## src/rtl/core/kescan_pkg.sv

```systemverilog
`timescale 1ns / 1ps
// ----------------------------------------------------------------------------
// kescan_pkg
// Shared constants, event codes and controller/datapath interface types for
// the key matrix and rotary encoder event scanner.
// ----------------------------------------------------------------------------
package kescan_pkg;

    localparam int QUEUE_DEPTH = 128;
    localparam int SCAN_ROWS   = 4;
    localparam int SCAN_COLS   = 4;

    localparam int KEY_SLOTS = 16;
    localparam int NUM_KEYS  = (SCAN_ROWS * SCAN_COLS < KEY_SLOTS) ?
                               SCAN_ROWS * SCAN_COLS : KEY_SLOTS;
    localparam int KEY_IW    = (NUM_KEYS > 1) ? $clog2(NUM_KEYS) : 1;

    localparam int Q_AW = $clog2(QUEUE_DEPTH);
    localparam int QC_W = $clog2(QUEUE_DEPTH + 1);

    localparam int CODE_W  = 5;
    localparam int KIND_W  = 2;
    localparam int ENTRY_W = CODE_W + KIND_W;
    localparam int LEFT_W  = 8;
    localparam int TIME_W  = 32;
    localparam int CFG_W   = 16;
    localparam int CFG_AW  = 3;

    // register indexes
    localparam logic [CFG_AW-1:0] REG_KEY_MASK   = 3'd0;
    localparam logic [CFG_AW-1:0] REG_HOLD_TIME  = 3'd1;
    localparam logic [CFG_AW-1:0] REG_LONG_TIME  = 3'd2;
    localparam logic [CFG_AW-1:0] REG_ENC_PULSES = 3'd3;
    localparam logic [CFG_AW-1:0] REG_EVT_ENABLE = 3'd4;

    // reset values
    localparam logic [15:0] RST_KEY_MASK   = 16'd4991;
    localparam logic [15:0] RST_HOLD_TIME  = 16'd100;
    localparam logic [15:0] RST_LONG_TIME  = 16'd500;
    localparam logic [1:0]  RST_ENC_PULSES = 2'd2;
    localparam logic [2:0]  RST_EVT_ENABLE = 3'd1;

    // event kinds and encoder codes
    localparam logic [KIND_W-1:0] KIND_PRESS   = 2'd0;
    localparam logic [KIND_W-1:0] KIND_LONG    = 2'd1;
    localparam logic [KIND_W-1:0] KIND_RELEASE = 2'd2;
    localparam logic [CODE_W-1:0] CODE_LEFT    = 5'd16;
    localparam logic [CODE_W-1:0] CODE_RIGHT   = 5'd17;

    // item operations
    localparam logic OP_SCAN = 1'b0;
    localparam logic OP_POP  = 1'b1;

    typedef struct packed {
        logic              latch;     // capture the input transaction
        logic              key_step;  // examine one key
        logic [KEY_IW-1:0] key_idx;
        logic              enc_step;  // update the encoder decoder
        logic              pop_rd;    // read queue head, advance pointers
        logic              out_load;  // load the output register
    } kescan_cmd_t;

    typedef struct packed {
        logic out_free;  // output register empty or draining this cycle
    } kescan_stat_t;

endpackage

```

## src/rtl/core/kescan_ctrl.sv

```systemverilog
`timescale 1ns / 1ps
// ----------------------------------------------------------------------------
// kescan_ctrl
// Sequencer: accepts one transaction at a time, walks the keys one per
// cycle, steps the encoder, or runs the queue pop (read, then output load).
// ----------------------------------------------------------------------------
module kescan_ctrl
    import kescan_pkg::*;
(
    input  logic         aclk,
    input  logic         aresetn,
    input  logic         in_valid,
    input  logic         in_op,
    output logic         in_ready,
    input  kescan_stat_t stat,
    output kescan_cmd_t  cmd
);

    localparam logic [2:0] ST_IDLE    = 3'd0;
    localparam logic [2:0] ST_KEY     = 3'd1;
    localparam logic [2:0] ST_ENC     = 3'd2;
    localparam logic [2:0] ST_POP_RD  = 3'd3;
    localparam logic [2:0] ST_POP_OUT = 3'd4;

    localparam logic [KEY_IW-1:0] LAST_KEY = KEY_IW'(NUM_KEYS - 1);

    logic [2:0]        state_reg, state_next;
    logic [KEY_IW-1:0] idx_reg, idx_next;

    assign in_ready = (state_reg == ST_IDLE);

    always_comb begin
        state_next   = state_reg;
        idx_next     = idx_reg;
        cmd          = '0;
        cmd.key_idx  = idx_reg;
        case (state_reg)
            ST_IDLE: begin
                if (in_valid) begin
                    cmd.latch = 1'b1;
                    idx_next  = '0;
                    state_next = (in_op == OP_POP) ? ST_POP_RD : ST_KEY;
                end
            end
            ST_KEY: begin
                cmd.key_step = 1'b1;
                if (idx_reg == LAST_KEY) begin
                    state_next = ST_ENC;
                end else begin
                    idx_next = idx_reg + 1'b1;
                end
            end
            ST_ENC: begin
                cmd.enc_step = 1'b1;
                state_next   = ST_IDLE;
            end
            ST_POP_RD: begin
                cmd.pop_rd = 1'b1;
                state_next = ST_POP_OUT;
            end
            ST_POP_OUT: begin
                // hold the popped entry until the output register frees up
                if (stat.out_free) begin
                    cmd.out_load = 1'b1;
                    state_next   = ST_IDLE;
                end
            end
            default: begin
                state_next = ST_IDLE;
            end
        endcase
    end

    always_ff @(posedge aclk) begin
        if (!aresetn) begin
            state_reg <= ST_IDLE;
            idx_reg   <= '0;
        end else begin
            state_reg <= state_next;
            idx_reg   <= idx_next;
        end
    end

endmodule

```

## src/rtl/core/kescan_dp.sv

```systemverilog
`timescale 1ns / 1ps
// ----------------------------------------------------------------------------
// kescan_dp
// Datapath: configuration registers, per-key tracking state, encoder
// decoder, event queue memory and the output register.
// ----------------------------------------------------------------------------
module kescan_dp
    import kescan_pkg::*;
(
    input  logic                aclk,
    input  logic                aresetn,
    input  logic                cfg_we,
    input  logic [CFG_AW-1:0]   cfg_addr,
    input  logic [CFG_W-1:0]    cfg_wdata,
    input  logic [15:0]         in_levels,
    input  logic                in_enc_a,
    input  logic                in_enc_b,
    input  logic [TIME_W-1:0]   in_now,
    input  kescan_cmd_t         cmd,
    output kescan_stat_t        stat,
    input  logic                out_ready,
    output logic                out_valid,
    output logic                out_evt_valid,
    output logic [CODE_W-1:0]   out_code,
    output logic [KIND_W-1:0]   out_kind,
    output logic [LEFT_W-1:0]   out_left,
    output logic                out_ovf
);

    // configuration
    logic [15:0] mask_reg;
    logic [15:0] hold_reg;
    logic [15:0] long_reg;
    logic [1:0]  pulses_reg;
    logic [2:0]  enable_reg;

    // captured item
    logic [15:0]       levels_reg;
    logic              enc_a_reg;
    logic              enc_b_reg;
    logic [TIME_W-1:0] now_reg;

    // key tracking
    logic [TIME_W-1:0]   stamp_reg [NUM_KEYS];
    logic [NUM_KEYS-1:0] held_reg, held_next;
    logic [NUM_KEYS-1:0] lgiven_reg, lgiven_next;
    logic                stamp_we;

    // encoder
    logic       armed_reg, armed_next;
    logic [1:0] left_reg, left_next;
    logic [1:0] right_reg, right_next;

    // queue
    logic [ENTRY_W-1:0] mem [QUEUE_DEPTH];
    logic [ENTRY_W-1:0] rd_data_reg;
    logic [Q_AW-1:0]    head_reg, head_next;
    logic [QC_W-1:0]    count_reg, count_next;
    logic               ovf_reg, ovf_next;
    logic               hit_reg, hit_next;
    logic               mem_we;
    logic [Q_AW-1:0]    wr_addr;
    logic [Q_AW:0]      wr_sum;

    // event push request
    logic              push;
    logic [CODE_W-1:0] push_code;
    logic [KIND_W-1:0] push_kind;

    // per-key step
    logic [TIME_W-1:0] held_for;
    logic              k_down;
    logic              k_held;
    logic              k_lg;

    logic [1:0] left_inc;
    logic [1:0] right_inc;

    logic out_valid_reg, out_valid_next;

    assign stat.out_free = !out_valid_reg || out_ready;

    assign k_down   = !levels_reg[cmd.key_idx];
    assign k_held   = held_reg[cmd.key_idx];
    assign k_lg     = lgiven_reg[cmd.key_idx];
    assign held_for = now_reg - stamp_reg[cmd.key_idx];
    assign left_inc  = left_reg + 2'd1;
    assign right_inc = right_reg + 2'd1;

    always_comb begin
        held_next   = held_reg;
        lgiven_next = lgiven_reg;
        stamp_we    = 1'b0;
        armed_next  = armed_reg;
        left_next   = left_reg;
        right_next  = right_reg;
        push        = 1'b0;
        push_code   = CODE_W'(cmd.key_idx);
        push_kind   = KIND_PRESS;

        if (cmd.key_step && mask_reg[cmd.key_idx]) begin
            if (k_held) begin
                if (held_for > {16'd0, hold_reg}) begin
                    if (!k_down) begin
                        held_next[cmd.key_idx]   = 1'b0;
                        lgiven_next[cmd.key_idx] = 1'b0;
                        push      = !k_lg;
                        push_kind = KIND_RELEASE;
                    end else if (held_for > {16'd0, long_reg} && !k_lg) begin
                        lgiven_next[cmd.key_idx] = 1'b1;
                        push      = 1'b1;
                        push_kind = KIND_LONG;
                    end
                end
            end else if (k_down && !k_lg) begin
                held_next[cmd.key_idx] = 1'b1;
                stamp_we  = 1'b1;
                push      = 1'b1;
                push_kind = KIND_PRESS;
            end
        end

        if (cmd.enc_step) begin
            if (enc_a_reg && enc_b_reg) begin
                armed_next = 1'b1;
            end else if (armed_reg && enc_a_reg && !enc_b_reg) begin
                armed_next = 1'b0;
                if (left_inc == pulses_reg) begin
                    left_next = 2'd0;
                    push      = 1'b1;
                    push_code = CODE_LEFT;
                end else begin
                    left_next = left_inc;
                end
            end else if (armed_reg && !enc_a_reg && enc_b_reg) begin
                armed_next = 1'b0;
                if (right_inc == pulses_reg) begin
                    right_next = 2'd0;
                    push       = 1'b1;
                    push_code  = CODE_RIGHT;
                end else begin
                    right_next = right_inc;
                end
            end
        end
    end

    // queue write address wraps at the queue depth
    assign wr_sum  = {1'b0, head_reg} + count_reg[Q_AW-1:0];
    assign wr_addr = (wr_sum >= (Q_AW+1)'(QUEUE_DEPTH)) ?
                     Q_AW'(wr_sum - (Q_AW+1)'(QUEUE_DEPTH)) : wr_sum[Q_AW-1:0];

    always_comb begin
        mem_we     = 1'b0;
        head_next  = head_reg;
        count_next = count_reg;
        ovf_next   = ovf_reg;
        hit_next   = hit_reg;
        if (push && enable_reg[push_kind]) begin
            if (count_reg == QC_W'(QUEUE_DEPTH)) begin
                ovf_next = 1'b1;
            end else begin
                mem_we     = 1'b1;
                count_next = count_reg + 1'b1;
            end
        end
        if (cmd.pop_rd) begin
            hit_next = (count_reg != '0);
            if (count_reg != '0) begin
                count_next = count_reg - 1'b1;
                head_next  = (head_reg == Q_AW'(QUEUE_DEPTH - 1)) ? '0 : head_reg + 1'b1;
            end
        end
    end

    always_comb begin
        out_valid_next = out_valid_reg;
        if (cmd.out_load) begin
            out_valid_next = 1'b1;
        end else if (out_ready) begin
            out_valid_next = 1'b0;
        end
    end

    always_ff @(posedge aclk) begin
        if (!aresetn) begin
            mask_reg      <= RST_KEY_MASK;
            hold_reg      <= RST_HOLD_TIME;
            long_reg      <= RST_LONG_TIME;
            pulses_reg    <= RST_ENC_PULSES;
            enable_reg    <= RST_EVT_ENABLE;
            held_reg      <= '0;
            lgiven_reg    <= '0;
            armed_reg     <= 1'b0;
            left_reg      <= '0;
            right_reg     <= '0;
            head_reg      <= '0;
            count_reg     <= '0;
            ovf_reg       <= 1'b0;
            hit_reg       <= 1'b0;
            out_valid_reg <= 1'b0;
        end else begin
            if (cfg_we) begin
                case (cfg_addr)
                    REG_KEY_MASK:   mask_reg   <= cfg_wdata;
                    REG_HOLD_TIME:  hold_reg   <= cfg_wdata;
                    REG_LONG_TIME:  long_reg   <= cfg_wdata;
                    REG_ENC_PULSES: pulses_reg <= cfg_wdata[1:0];
                    REG_EVT_ENABLE: enable_reg <= cfg_wdata[2:0];
                    default: ;
                endcase
            end
            held_reg      <= held_next;
            lgiven_reg    <= lgiven_next;
            armed_reg     <= armed_next;
            left_reg      <= left_next;
            right_reg     <= right_next;
            head_reg      <= head_next;
            count_reg     <= count_next;
            ovf_reg       <= ovf_next;
            hit_reg       <= hit_next;
            out_valid_reg <= out_valid_next;
        end
    end

    // payload registers
    always_ff @(posedge aclk) begin
        if (cmd.latch) begin
            levels_reg <= in_levels;
            enc_a_reg  <= in_enc_a;
            enc_b_reg  <= in_enc_b;
            now_reg    <= in_now;
        end
        if (stamp_we) begin
            stamp_reg[cmd.key_idx] <= now_reg;
        end
        if (cmd.out_load) begin
            out_evt_valid <= hit_reg;
            out_code      <= hit_reg ? rd_data_reg[ENTRY_W-1:KIND_W] : '0;
            out_kind      <= hit_reg ? rd_data_reg[KIND_W-1:0] : '0;
            out_left      <= LEFT_W'(count_reg);
            out_ovf       <= ovf_reg;
        end
    end

    // event queue memory
    always_ff @(posedge aclk) begin
        if (mem_we) begin
            mem[wr_addr] <= {push_code, push_kind};
        end
        if (cmd.pop_rd) begin
            rd_data_reg <= mem[head_reg];
        end
    end

    assign out_valid = out_valid_reg;

endmodule

```

## src/rtl/core/keypad_encoder_event_scanner_top.sv

```systemverilog
`timescale 1ns / 1ps
// ----------------------------------------------------------------------------
// keypad_encoder_event_scanner_top
// Key matrix and rotary encoder event scanner with a 128-entry event queue.
// ----------------------------------------------------------------------------
// The slave stream carries one item per transaction: tuser selects a scan
// tick (0) or a pop (1); tdata holds the key levels, encoder pins and the
// millisecond time. A scan tick walks the 16 key positions one per cycle,
// then steps the encoder decoder, and queues enabled events; it gives no
// output transaction and ready comes back after the encoder step.
// A pop reads the queue head from the event memory into a register and
// presents one master transaction (valid flag, code, kind, events left,
// overflow flag) from the output register once that register is free.
// One item is in work at a time: the next item is accepted only after the
// previous scan or pop has finished.
// A stalled master side holds the result in the output register; a scan
// can still run meanwhile, a following pop waits for the register to drain.
// Configuration writes (cfg_we, cfg_addr, cfg_wdata) take effect at once
// and are meant for idle periods. Reset restores the register defaults and
// clears key state, encoder state, queue pointers and the overflow flag.
// ----------------------------------------------------------------------------
module keypad_encoder_event_scanner_top
    import kescan_pkg::*;
(
    input  logic              aclk,
    input  logic              aresetn,
    input  logic              cfg_we,
    input  logic [CFG_AW-1:0] cfg_addr,
    input  logic [CFG_W-1:0]  cfg_wdata,
    input  logic              s_axis_tvalid,
    output logic              s_axis_tready,
    input  logic [55:0]       s_axis_tdata,   // key_levels, enc_a, enc_b, now_ms, zero pad
    input  logic [0:0]        s_axis_tuser,   // operation
    output logic              m_axis_tvalid,
    input  logic              m_axis_tready,
    output logic [15:0]       m_axis_tdata,   // event_code, events_left, overflowed, zero pad
    output logic [2:0]        m_axis_tuser    // event_valid, event_kind
);

    kescan_cmd_t  cmd;
    kescan_stat_t stat;

    logic              evt_valid;
    logic [CODE_W-1:0] evt_code;
    logic [KIND_W-1:0] evt_kind;
    logic [LEFT_W-1:0] evt_left;
    logic              evt_ovf;

    kescan_ctrl u_ctrl (
        .aclk     (aclk),
        .aresetn  (aresetn),
        .in_valid (s_axis_tvalid),
        .in_op    (s_axis_tuser[0]),
        .in_ready (s_axis_tready),
        .stat     (stat),
        .cmd      (cmd)
    );

    kescan_dp u_dp (
        .aclk          (aclk),
        .aresetn       (aresetn),
        .cfg_we        (cfg_we),
        .cfg_addr      (cfg_addr),
        .cfg_wdata     (cfg_wdata),
        .in_levels     (s_axis_tdata[15:0]),
        .in_enc_a      (s_axis_tdata[16]),
        .in_enc_b      (s_axis_tdata[17]),
        .in_now        (s_axis_tdata[49:18]),
        .cmd           (cmd),
        .stat          (stat),
        .out_ready     (m_axis_tready),
        .out_valid     (m_axis_tvalid),
        .out_evt_valid (evt_valid),
        .out_code      (evt_code),
        .out_kind      (evt_kind),
        .out_left      (evt_left),
        .out_ovf       (evt_ovf)
    );

    assign m_axis_tdata = {2'b00, evt_ovf, evt_left, evt_code};
    assign m_axis_tuser = {evt_kind, evt_valid};

endmodule
```

## config.mk

```make
export PLATFORM = sky130hd
export DESIGN_NAME = keypad_encoder_event_scanner_top
export DESIGN_NICKNAME = d
export VERILOG_FILES = /design/src/rtl/core/kescan_pkg.sv /design/src/rtl/core/kescan_ctrl.sv /design/src/rtl/core/kescan_dp.sv /design/src/rtl/core/keypad_encoder_event_scanner_top.sv
export SDC_FILE = /design/constraint.sdc
export NUM_CORES = 2
export LEC_CHECK = 0
export BUFFER_PORTS_ARGS = -buffer_cell sky130_fd_sc_hd__buf_2
export CAP_MARGIN = 30
export CORE_MARGIN = 4
export CORE_UTILIZATION = 35
export CTS_CLUSTER_DIAMETER = 100
export DETAILED_ROUTE_END_ITERATION = 6
export PLACE_DENSITY = 0.5
export SYNTH_ARGS = -nofsm -noshare
export SYNTH_HDL_FRONTEND = slang
export SYNTH_SLANG_ARGS = --single-unit
export TNS_END_PERCENT = 50
```

## constraint.sdc

```tcl
create_clock -name aclk -period 20.1 [get_ports aclk]
set_clock_uncertainty 0.2 [all_clocks]
set_input_delay 4.02 -clock aclk [delete_from_list [all_inputs] [get_ports aclk]]
set_output_delay 4.02 -clock aclk [all_outputs]
set_load 0.01 [all_outputs]
```

==> results.md <==
- Cell area after synthesis: about 65000 µm²
- Layout fillers: around 16k
- Number of setup buffers added after CTS: 0
- Vias per inst: 5.232
- Slew @ Worst Pin: roughly 0.95 ns
- Run status: completed
- Dpl hpwl: 97.01 mm
- IO buf count: between 90 and 100
- Fin Hold WS: between 0.2 and 0.25 ns
- Initial Utilization: around a third
- Crit path to: u_dp.mem[104][5]
- Mapped Cells: about 3.4k
- Avg Synthesized Cell Area: 19.17 µm²
- Cell Count, Final, Fillers Out: about 6.3k
- Worst EP arrival: 11.02 ns
- Clock sinks: 1601
- CTS Buf Count: approximately 170
- Final Worst Setup Slack: 9.404 ns
- Max reg flops: ~900
- PwrDens: between 90 and 100 nW/µm²
- Core Box Area: 183900 µm²
- Leak: 0.02350 µW
- Pre-CTS setup slack: roughly 9.2 ns
- Synthesis-to-finish area growth: 15.53%
- Worst r2r path cells: 25
- Via count: around 33k
- R2R Setup Slk: about 9.4 ns
- Worst slew margin: ~36%
- Total power draw: slightly above 7000 µW
- # DRC: 0
- Hold crit path type: flop to flop
- Routed wire length: 162.3 mm
- Asr flop ratio synth: 0%
- CTS resizes: 0
- R2r endpoint: u_dp.mem[104][5]
- #FFs+latches synth: between 1.5k and 2k
- Prevailing post-synth register cell: edfxtp_1
- Post-CTS Hold Buffers: 0
- Hold Violations, Final: 0
- Worst EP required: between 20 and 25 ns
- Period utilisation layout: between 50% and 60%
- DR pass1 iterations: 5
- Die Footprint: between 150000 and 200000 µm²
- Seq/Total Area, Yosys: between 70% and 80%
- Max IR drop VDD: 91.50 µV
- WS Path Type: flop to flop
- Fraction of layout cells with a size suffix above 1: around 28%
- Cell Count Post-Placement: just under 6k
- Largest net degree at the start of global routing: 130
- Initial drt markers: 2650
- Number of global-route vias before repair: between 30k and 40k
- Die height: around 440 µm
- Commonest non-fill, non-tap cell in the layout: edfxtp_1
- CP endpoint kind: flop
- RePlAce Congestion: approximately 0.8
- Warnings, synthesis: 0
- # setup viols final: 0
- Netlist cell types: 74
- Slew Viols, Final: 0
- Clock period minus worst slack: around 11 ns
- Fmax: just over 90 MHz
- Clock Latency Late Sink: slightly above 0.8 ns
- Initial antenna violation count: 11
- Max capacitance violation total: 0
- Leading cell types in the layout, fill and taps excluded: 1482 x edfxtp_1, 473 x mux4_2, 185 x nand2_1
- RSZ-0062 raised after global routing: false
- Final net count: 3832
- Post-route ant nets: 0
- CP startpoint kind: flop
- Post-Route Setup TNS: 0 ns
- GRT Util Overall: between 15 and 20%
- First-pass GRT wire length: between 200 and 250 mm
- Ports: around 100
- Total congestion overflow: 0
- Largest fanout on the critical path: 80
- H-tree levels: 4
- Die W: 438.7 µm
- Number of synthesized flops with an enable pin: 1482
- Clock transition at path regs: approximately 0.060 ns
- Clock Tree Buf Depth: 3
- CTS root buf: clkbuf_16
- CTS tree: built
- Std cell rows: around 160
- Mean routed wirelength per cell: between 20 and 30 µm
[where the power goes]
part           internal (µW)  switching, µW  total (µW)  leakage, µW
Sequential              3650           34.3        3680       0.0145
Clock                   1800           1320        3120      0.00270
Combinational            172            286         458      0.00631
[per-layer routing]
layer / vias to the layer above / GRT usage (%) / share of wire (%)
met5: - / 0 / 0.033
met4: 8 / 5.544 / 3.1
met3: 265 / 3.264 / 5.5
met2: 885 / 26.93 / 48
met1: 17270 / 23.02 / 43
li1: 14440 / - / -
[final cells by class]
| class | count | area [µm²] | area share, % |
|---|---|---|---|
| Multi-Input combinational cell | 1514 | 17120 | 22.82 |
| Clock buffer | 227 | 4531 | 6.039 |
| Clock inverter | 90 | 1018 | 1.358 |
| Timing Repair Buffer | 296 | 2019 | 2.692 |
| Tap cell | 2464 | 3083 | 4.109 |
| Antenna cell | 5 | 12.51 | 0.01668 |
| Sequential cell | 1601 | 46910 | 62.53 |
| Inverter | 86 | 327.8 | 0.4369 |
[synth_stat cells, types with 13 or more instances]
cell | instances | area share, %
a21o_1 | 14 | 0.16
a31oi_1 | 22 | 0.21
inv_1 | 85 | 0.49
mux2i_1 | 13 | 0.20
edfxtp_1 | 1482 | 69
a21oi_1 | 82 | 0.63
nand3_1 | 38 | 0.29
nor2_1 | 128 | 0.74
o211ai_1 | 17 | 0.20
o21ai_0 | 48 | 0.37
xnor2_1 | 26 | 0.35
dfxtp_1 | 119 | 3.7
mux4_2 | 473 | 16
buf_1 | 34 | 0.20
xor2_1 | 21 | 0.28
ha_1 | 78 | 1.5
clkbuf_1 | 129 | 0.75
nand2_1 | 186 | 1.1
buf_4 | 18 | 0.21
and2_1 | 15 | 0.14
nand4_1 | 27 | 0.26
nor3_1 | 164 | 1.3
[worst min path at each step]
stage	to	from	slack [ns]	cells after the start
finish	u_dp.out_ovf	u_dp.ovf_reg	0.23	0
global placement	u_dp.out_ovf	u_dp.ovf_reg	0.23	0
global route	u_dp.out_ovf	u_dp.ovf_reg	0.26	0
CTS	u_dp.out_ovf	u_dp.ovf_reg	0.23	0
floorplan	u_dp.out_ovf	u_dp.ovf_reg	0.21	0
detailed placement	u_dp.out_ovf	u_dp.ovf_reg	0.22	0
[worst max-delay path: stages (launching register included)]
cell      delay, ns
dfxtp_4        0.70
buf_4          0.77
buf_4          0.65
mux4_2         0.40
mux4_2         0.47
ha_1           0.25
fa_1           0.45
nand2b_1       0.18
a21oi_1        0.30
o21ai_0        0.32
nor2_1         0.17
nor2_1         0.06
xnor2_1        0.47
ha_1           0.20
nand4_1        0.16
o21ai_0        0.40
nor2_1         0.07
a211o_1        0.37
or2_2          0.34
a31oi_4        0.15
buf_4          0.40
or4_1          0.63
nand2_4        0.54
buf_4          0.58
nor3_1         0.76
buf_2          0.28
[through the flow]
step	area (µm²)	utilization [%]
after floorplan	64940	-
after global placement	68640	37.33
after detailed placement	69430	37.76
after CTS	74970	40.78
after global routing	75020	40.80
final	75020	40.80
[cell families after synthesis]
family                     share of synthesized area (%)
AOI/OAI and AO/OA                                  2.595
adders and majority gates                          1.565
buffers and inverters                              1.701
xor gates and xnor gates                          0.6339
other                                           0.005775
muxes                                              16.76
and+or+nand+nor                                    4.539
DFF                                                72.20
Note: power is estimated with default switching activity, not from simulation.
